**src/rtl/rrc_pkg.sv**
```systemverilog
// ----------------------------------------------------------------------------
// rrc_pkg: shared types, constants and helpers for the rectangle corner block
// Holds the CORDIC arctangent table, the stage payload type, the corner sum
// bundle, register and item codes, and the 32-bit saturation helper.
// ----------------------------------------------------------------------------
`default_nettype none

package rrc_pkg;

  // CORDIC depth. Only ATAN_ENTRIES table entries exist, so deeper settings clip.
  localparam int CORDIC_STEPS = 16;
  localparam int ATAN_ENTRIES = 24;
  localparam int NUM_CELLS    = (CORDIC_STEPS < ATAN_ENTRIES) ? CORDIC_STEPS : ATAN_ENTRIES;
  localparam int STEP_W       = $clog2(ATAN_ENTRIES);

  localparam logic signed [31:0] CORDIC_INV_GAIN = 32'sd652032874;
  localparam logic signed [31:0] ONE_Q30         = 32'sd1073741824;

  // Degrees times 64 to Q2.30 radians, scaled by 2^8.
  localparam logic signed [27:0] DEG64_TO_RAD_Q38 = 28'sd74961320;
  // 0.01 in Q0.32, rounded up.
  localparam logic signed [26:0] CENTI_Q32 = 27'sd42949673;

  localparam logic signed [16:0] FULL_TURN    = 17'sd23040;
  localparam logic signed [16:0] HALF_TURN    = 17'sd11520;
  localparam logic signed [16:0] QUARTER_TURN = 17'sd5760;

  // Item kinds.
  localparam logic KIND_MOVE   = 1'b0;
  localparam logic KIND_ROTATE = 1'b1;

  // Configuration register indexes.
  localparam int CFG_IDX_W = 2;
  localparam logic [CFG_IDX_W-1:0] REG_RECT_WIDTH  = 2'd0;
  localparam logic [CFG_IDX_W-1:0] REG_RECT_HEIGHT = 2'd1;
  localparam logic [CFG_IDX_W-1:0] REG_VELOCITY_X  = 2'd2;
  localparam logic [CFG_IDX_W-1:0] REG_VELOCITY_Y  = 2'd3;

  // Data handed from one CORDIC cell to the next.
  typedef struct packed {
    logic               valid;
    logic signed [31:0] x;
    logic signed [31:0] y;
    logic signed [31:0] z;
  } cordic_vec_t;

  // Rounded rotated offsets of the four corners, before the center is added.
  typedef struct packed {
    logic signed [32:0] tl_x;
    logic signed [32:0] tl_y;
    logic signed [32:0] tr_x;
    logic signed [32:0] tr_y;
    logic signed [32:0] bl_x;
    logic signed [32:0] bl_y;
    logic signed [32:0] br_x;
    logic signed [32:0] br_y;
  } corner_set_t;

  // Truncated Q2.30 values of atan(2^-i).
  function automatic logic signed [31:0] atan_q30(input logic [STEP_W-1:0] idx);
    logic signed [31:0] val;
    case (idx)
      5'd0:    val = 32'sd843314856;
      5'd1:    val = 32'sd497837829;
      5'd2:    val = 32'sd263043836;
      5'd3:    val = 32'sd133525158;
      5'd4:    val = 32'sd67021686;
      5'd5:    val = 32'sd33543515;
      5'd6:    val = 32'sd16775850;
      5'd7:    val = 32'sd8388437;
      5'd8:    val = 32'sd4194282;
      5'd9:    val = 32'sd2097149;
      5'd10:   val = 32'sd1048575;
      5'd11:   val = 32'sd524287;
      5'd12:   val = 32'sd262143;
      5'd13:   val = 32'sd131071;
      5'd14:   val = 32'sd65535;
      5'd15:   val = 32'sd32767;
      5'd16:   val = 32'sd16383;
      5'd17:   val = 32'sd8191;
      5'd18:   val = 32'sd4095;
      5'd19:   val = 32'sd2047;
      5'd20:   val = 32'sd1023;
      5'd21:   val = 32'sd511;
      5'd22:   val = 32'sd255;
      5'd23:   val = 32'sd127;
      default: val = 32'sd0;
    endcase
    return val;
  endfunction

  function automatic logic signed [31:0] sat32(input logic signed [33:0] v);
    logic signed [31:0] res;
    if (v > 34'sd2147483647) begin
      res = 32'sh7FFFFFFF;
    end else if (v < -34'sd2147483648) begin
      res = 32'sh80000000;
    end else begin
      res = v[31:0];
    end
    return res;
  endfunction

endpackage

`default_nettype wire

```
**src/rtl/rrc_corner_calc.sv**
```systemverilog
// ----------------------------------------------------------------------------
// rrc_corner_calc: rotated corner offsets
// Forms w*cos, h*sin, w*sin and h*cos on one shared multiplier, then the
// rounded Q16.16 offsets of all four corners. Results hold until next start.
// ----------------------------------------------------------------------------
`default_nettype none

module rrc_corner_calc (
  input  wire                  clk_i,
  input  wire                  rst_ni,
  input  wire                  start_i,
  input  wire [30:0]           w_i,
  input  wire [30:0]           h_i,
  input  wire signed [31:0]    cos_i,
  input  wire signed [31:0]    sin_i,
  output rrc_pkg::corner_set_t sums_o,
  output logic                 done_o
);
  import rrc_pkg::*;

  localparam logic [2:0] PH_IDLE   = 3'd0;
  localparam logic [2:0] PH_MUL_WC = 3'd1;
  localparam logic [2:0] PH_MUL_HS = 3'd2;
  localparam logic [2:0] PH_MUL_WS = 3'd3;
  localparam logic [2:0] PH_MUL_HC = 3'd4;
  localparam logic [2:0] PH_SUM    = 3'd5;
  localparam logic [2:0] PH_DONE   = 3'd6;

  localparam logic signed [63:0] ROUND_HALF = 64'sh0000_0000_4000_0000;

  logic [2:0]         phase_q, phase_d;
  logic signed [31:0] op_a, op_b;
  logic signed [63:0] prod;
  logic signed [63:0] p_wc_q, p_hs_q, p_ws_q, p_hc_q;
  corner_set_t        sums_q, sums_d;

  function automatic logic signed [32:0] round31(input logic signed [63:0] v);
    logic signed [63:0] t;
    t = v + ROUND_HALF;
    return t[63:31];
  endfunction

  always_comb begin
    op_a = '0;
    op_b = '0;
    case (phase_q)
      PH_MUL_WC: begin
        op_a = $signed({1'b0, w_i});
        op_b = cos_i;
      end
      PH_MUL_HS: begin
        op_a = $signed({1'b0, h_i});
        op_b = sin_i;
      end
      PH_MUL_WS: begin
        op_a = $signed({1'b0, w_i});
        op_b = sin_i;
      end
      PH_MUL_HC: begin
        op_a = $signed({1'b0, h_i});
        op_b = cos_i;
      end
      default: begin
        op_a = '0;
        op_b = '0;
      end
    endcase
    prod = op_a * op_b;
  end

  always_comb begin
    phase_d = phase_q;
    if (start_i) begin
      phase_d = PH_MUL_WC;
    end else begin
      case (phase_q)
        PH_MUL_WC: phase_d = PH_MUL_HS;
        PH_MUL_HS: phase_d = PH_MUL_WS;
        PH_MUL_WS: phase_d = PH_MUL_HC;
        PH_MUL_HC: phase_d = PH_SUM;
        PH_SUM:    phase_d = PH_DONE;
        PH_DONE:   phase_d = PH_DONE;
        default:   phase_d = PH_IDLE;
      endcase
    end
  end

  // Offsets: top (+h), bottom (-h), left (-w), right (+w).
  always_comb begin
    sums_d.tl_x = round31(-p_wc_q - p_hs_q);
    sums_d.tl_y = round31(-p_ws_q + p_hc_q);
    sums_d.tr_x = round31( p_wc_q - p_hs_q);
    sums_d.tr_y = round31( p_ws_q + p_hc_q);
    sums_d.bl_x = round31(-p_wc_q + p_hs_q);
    sums_d.bl_y = round31(-p_ws_q - p_hc_q);
    sums_d.br_x = round31( p_wc_q + p_hs_q);
    sums_d.br_y = round31( p_ws_q - p_hc_q);
  end

  always_ff @(posedge clk_i or negedge rst_ni) begin
    if (!rst_ni) begin
      phase_q <= PH_IDLE;
    end else begin
      phase_q <= phase_d;
    end
  end

  always_ff @(posedge clk_i) begin
    if (phase_q == PH_MUL_WC) begin
      p_wc_q <= prod;
    end
    if (phase_q == PH_MUL_HS) begin
      p_hs_q <= prod;
    end
    if (phase_q == PH_MUL_WS) begin
      p_ws_q <= prod;
    end
    if (phase_q == PH_MUL_HC) begin
      p_hc_q <= prod;
    end
    if (phase_q == PH_SUM) begin
      sums_q <= sums_d;
    end
  end

  assign sums_o = sums_q;
  assign done_o = (phase_q == PH_DONE);

endmodule

`default_nettype wire

```
**config.mk**
```make
export PLATFORM = sky130hd
export DESIGN_NAME = rrc_corner_calc
export DESIGN_NICKNAME = d
export VERILOG_FILES = /design/src/rtl/rrc_pkg.sv /design/src/rtl/rrc_corner_calc.sv
export SDC_FILE = /design/constraint.sdc
export NUM_CORES = 2
export LEC_CHECK = 0
export BUFFER_PORTS_ARGS = -buffer_cell sky130_fd_sc_hd__clkbuf_2
export CAP_MARGIN = 30
export CORE_MARGIN = 1.5
export CORE_UTILIZATION = 25
export DETAILED_ROUTE_END_ITERATION = 8
export GPL_TIMING_DRIVEN = 0
export PLACE_DENSITY_LB_ADDON = 0.05
export SKIP_CTS_REPAIR_TIMING = 1
export SLEW_MARGIN = 30
export SYNTH_ARGS = -nofsm -noshare
export SYNTH_HDL_FRONTEND = slang
export SYNTH_SLANG_ARGS = --single-unit
```
**constraint.sdc**
```tcl
create_clock -name clk_i -period 14.6 [get_ports clk_i]
set_clock_uncertainty 0.05 [all_clocks]
set_input_delay 2.92 -clock clk_i [delete_from_list [all_inputs] [get_ports clk_i]]
set_output_delay 2.92 -clock clk_i [all_outputs]
set_load 0.005 [all_outputs]
```
==> impl_metrics.csv <==
group,metric,value,unit
outcome,status,"finished, final reports clean",
sta,setup_viol,0,
synthesis,syn_inst,8380,
floorplan,rows,205,
worst_setup_path,critPathBufInv,10,
placement,dp_hpwl,279400,µm
sta,fmax,0.07247,GHz
worst_setup_path,rr_worst_depth,35,
global_route,grt_pass1_wl,456900,µm
cts,clockBufferDepth,3,
worst_setup_path,worstPathMaxFanout,10,
floorplan,initial_core_util,25.15,%
sta,min_period_over_period,94.52,%
worst_setup_path,crit_family,"adder cells",
detailed_routing,wl_per_cell,24.18,µm
sta,grt_setup_unrepaired,"no",
synthesis,yosys-top-cells-count,"inv_1 (1369), ha_1 (1344), nor2_1 (871)",
worst_setup_path,cp_common_cell,"fa_1",
synthesis,ys_ff_latch,523,
worst_setup_path,cp-end-kind,"flop",
synthesis,ys_top_cells_by_area,"fa_1 (22%), ha_1 (21%), edfxtp_1 (20%), inv_1 (6.5%), nor2_1 (4.2%)",
synthesis,syn_area,0.07858,mm²
worst_setup_path,regToRegSetupSlack,0.80,ns
global_route,grt_usage,19.78,%
sta,drv_slew,0,
worst_setup_path,worst-setup-path-type,"flop to flop",
synthesis,yosysUniqueCellTypes,81,
layout,fin_area,0.08916,mm²
detailed_routing,via_count,61381,
worst_setup_path,max_stage_delay,0.74,ns
worst_setup_path,startpoint,"phase_q[0]$_DFF_PN0_",
synthesis,ys_warn_count,0,
cts,clkTransAtPathRegs,0.06,ns
layout,drive_gt1_share,7.587,%
placement,io_buffers,393,
floorplan,io_pins,394,
floorplan,dieWidth,563.6,µm
detailed_routing,drc_errors,0,
global_route,antenna_found_initial,18,
cts,cts_root_buffer,"clkbuf_16",
hold_path,hold_start,"phase_q[2]$_DFF_PN0_",
detailed_routing,vias_per_cell,4.678,
detailed_routing,drtIter0Drc,3696,
layout,utilization,28.54,%
synthesis,synth_top_cell_by_area,"fa_1",
worst_setup_path,r2r_start,"phase_q[0]$_DFF_PN0_",
placement,gp_congestion,0.9217,
floorplan,coreArea,0.3124,mm²
layout,areaGrowthSynthToFinish,13.47,%
synthesis,ys_seq_area_share,19.97,%
detailed_routing,drtPass1Iterations,6,
detailed_routing,wl,317300,µm
cts,insertion_delay,0.75,ns
synthesis,yosys.cell_count.top_type,"inv_1",
worst_setup_path,critPathArrivalTime,14.21,ns
sta,hold_viol,0,
synthesis,synthArstFlopShare,0.5736,%
cts,cts_buffers,60,
floorplan,die_h,563.6,µm
worst_setup_path,crit_path_top_delay_cell,"a221oi_1",
layout,fin_nets,11251,
worst_setup_path,cp-start-kind,"flop",
hold_path,min_path_cells,2,
hold_path,hp-class,"flop to flop",
sta,slew_headroom,24.14,%
global_route,overflow,0,
synthesis,synth_fp_nets,10720,
synthesis,ys.flop_type,"edfxtp_1",
layout,num-fill-cells,33418,
placement,placed_cell_area,0.08699,mm²
global_route,grt_pass1_vias,64907,
synthesis,avgSynthCellArea,9.377,µm²
sta,fin_crit,13.80,ns
worst_setup_path,cp.required,15.01,ns
cts,clock_sinks,523,
detailed_routing,ant_nets,0,
synthesis,yosysTopAreaCellShare,22.09,%
cts,cts_tree,"yes",
floorplan,die_area,0.3177,mm²
sta,worst_pin_slew,1.138,ns
worst_setup_path,crit_cells,35,
job,maxCapViolCount,0,
synthesis,synth_edf_count,520,
global_route,grt_max_degree,47,
cts,htreeDepth,2,
[registers in the layout, summed over array words and instances (netlist names)]
name	cells
p_hc_q	64
p_hs_q	64
p_wc_q	64
p_ws_q	64
phase_q	3
sums_o	264
[metal layers]
layer	wire, µm	global-route usage (%)	vias to the layer above	share of wire (%)
met5	13	0	-	0.0041
met4	10260	5.844	2	3.2
met3	11040	1.360	264	3.5
met2	141100	31.93	1458	44
met1	154900	28.20	30639	49
li1	-	-	29018	-
[path summary, 6_finish.rpt]
kind	end
worst max-delay path	p_hs_q[63]$_DFFE_PP_
worst min-delay path	phase_q[2]$_DFF_PN0_
worst max register to register	p_hs_q[63]$_DFFE_PP_
worst min register to register	phase_q[2]$_DFF_PN0_
max in group asynchronous	phase_q[2]$_DFF_PN0_
min in group asynchronous	phase_q[1]$_DFF_PN0_
[worst reg2reg max path: cells and delay by family (launching register included)]
family          cells  cell delay [ns]
flops               1             0.33
compound gates     10             3.58
buf+inv            10             3.23
fa+ha+maj           9             4.43
xor+xnor            1             0.53
simple gates        5             1.32
[final cells by class]
| cell class | count | area, µm² | share of cell area [%] |
|---|---|---|---|
| Clock inverter | 44 | 563.0 | 0.6315 |
| Multi-Input combinational cell | 6217 | 57050 | 63.99 |
| Clock buffer | 70 | 1539 | 1.726 |
| Sequential cell | 523 | 15690 | 17.60 |
| Antenna cell | 17 | 42.54 | 0.04771 |
| Buffer | 271 | 1039 | 1.165 |
| Timing Repair Buffer | 469 | 2909 | 3.263 |
| Inverter | 1369 | 5144 | 5.769 |
| Tap cell | 4140 | 5180 | 5.810 |
[stage by stage]
stage | setup TNS (ns) | std cells | setup WS, ns | hold WS [ns]
finish | 0 | 13120 | 0.8003 | 0.5521
global route | 0 | 13105 | 0.05926 | 0.5913
CTS | 0 | 13102 | 0.6690 | 0.5532
detailed placement | 0 | 12988 | 0.3099 | 0.5416
global placement | -1525.99 | 12913 | -9.238 | 0.5255
floorplan | 0 | 8380 | 0.5298 | 0.4924
[kinds of logic (layout without fill, tap and decap cells)]
group / Yosys count / in the layout / synth area share, %
DFF: 523 / 523 / 19.97
adders and majority gates: 2211 / 2211 / 43.49
and+or+nand+nor: 2120 / 2120 / 11.96
buffers and inverters: 1640 / 2223 / 7.834
AOI/OAI and AO/OA: 1445 / 1445 / 11.83
other: 0 / 17 / 0
xor gates and xnor gates: 441 / 441 / 4.916
[layout by cell type, fill, tap and decap left out, types with 61 or more instances in the layout]
master / instances
a21o_1: 213
a21oi_1: 455
clkbuf_1: 259
clkbuf_2: 410
edfxtp_1: 520
fa_1: 867
ha_1: 1344
inv_1: 1368
nand2_1: 668
nand3_1: 91
nand4_1: 100
nor2_1: 871
nor3_1: 91
o21ai_0: 245
o21bai_1: 61
xnor2_1: 243
xor2_1: 189
Power is not shown: default switching activity piles up to over one toggle a cycle in this logic, so the estimate is an artifact.
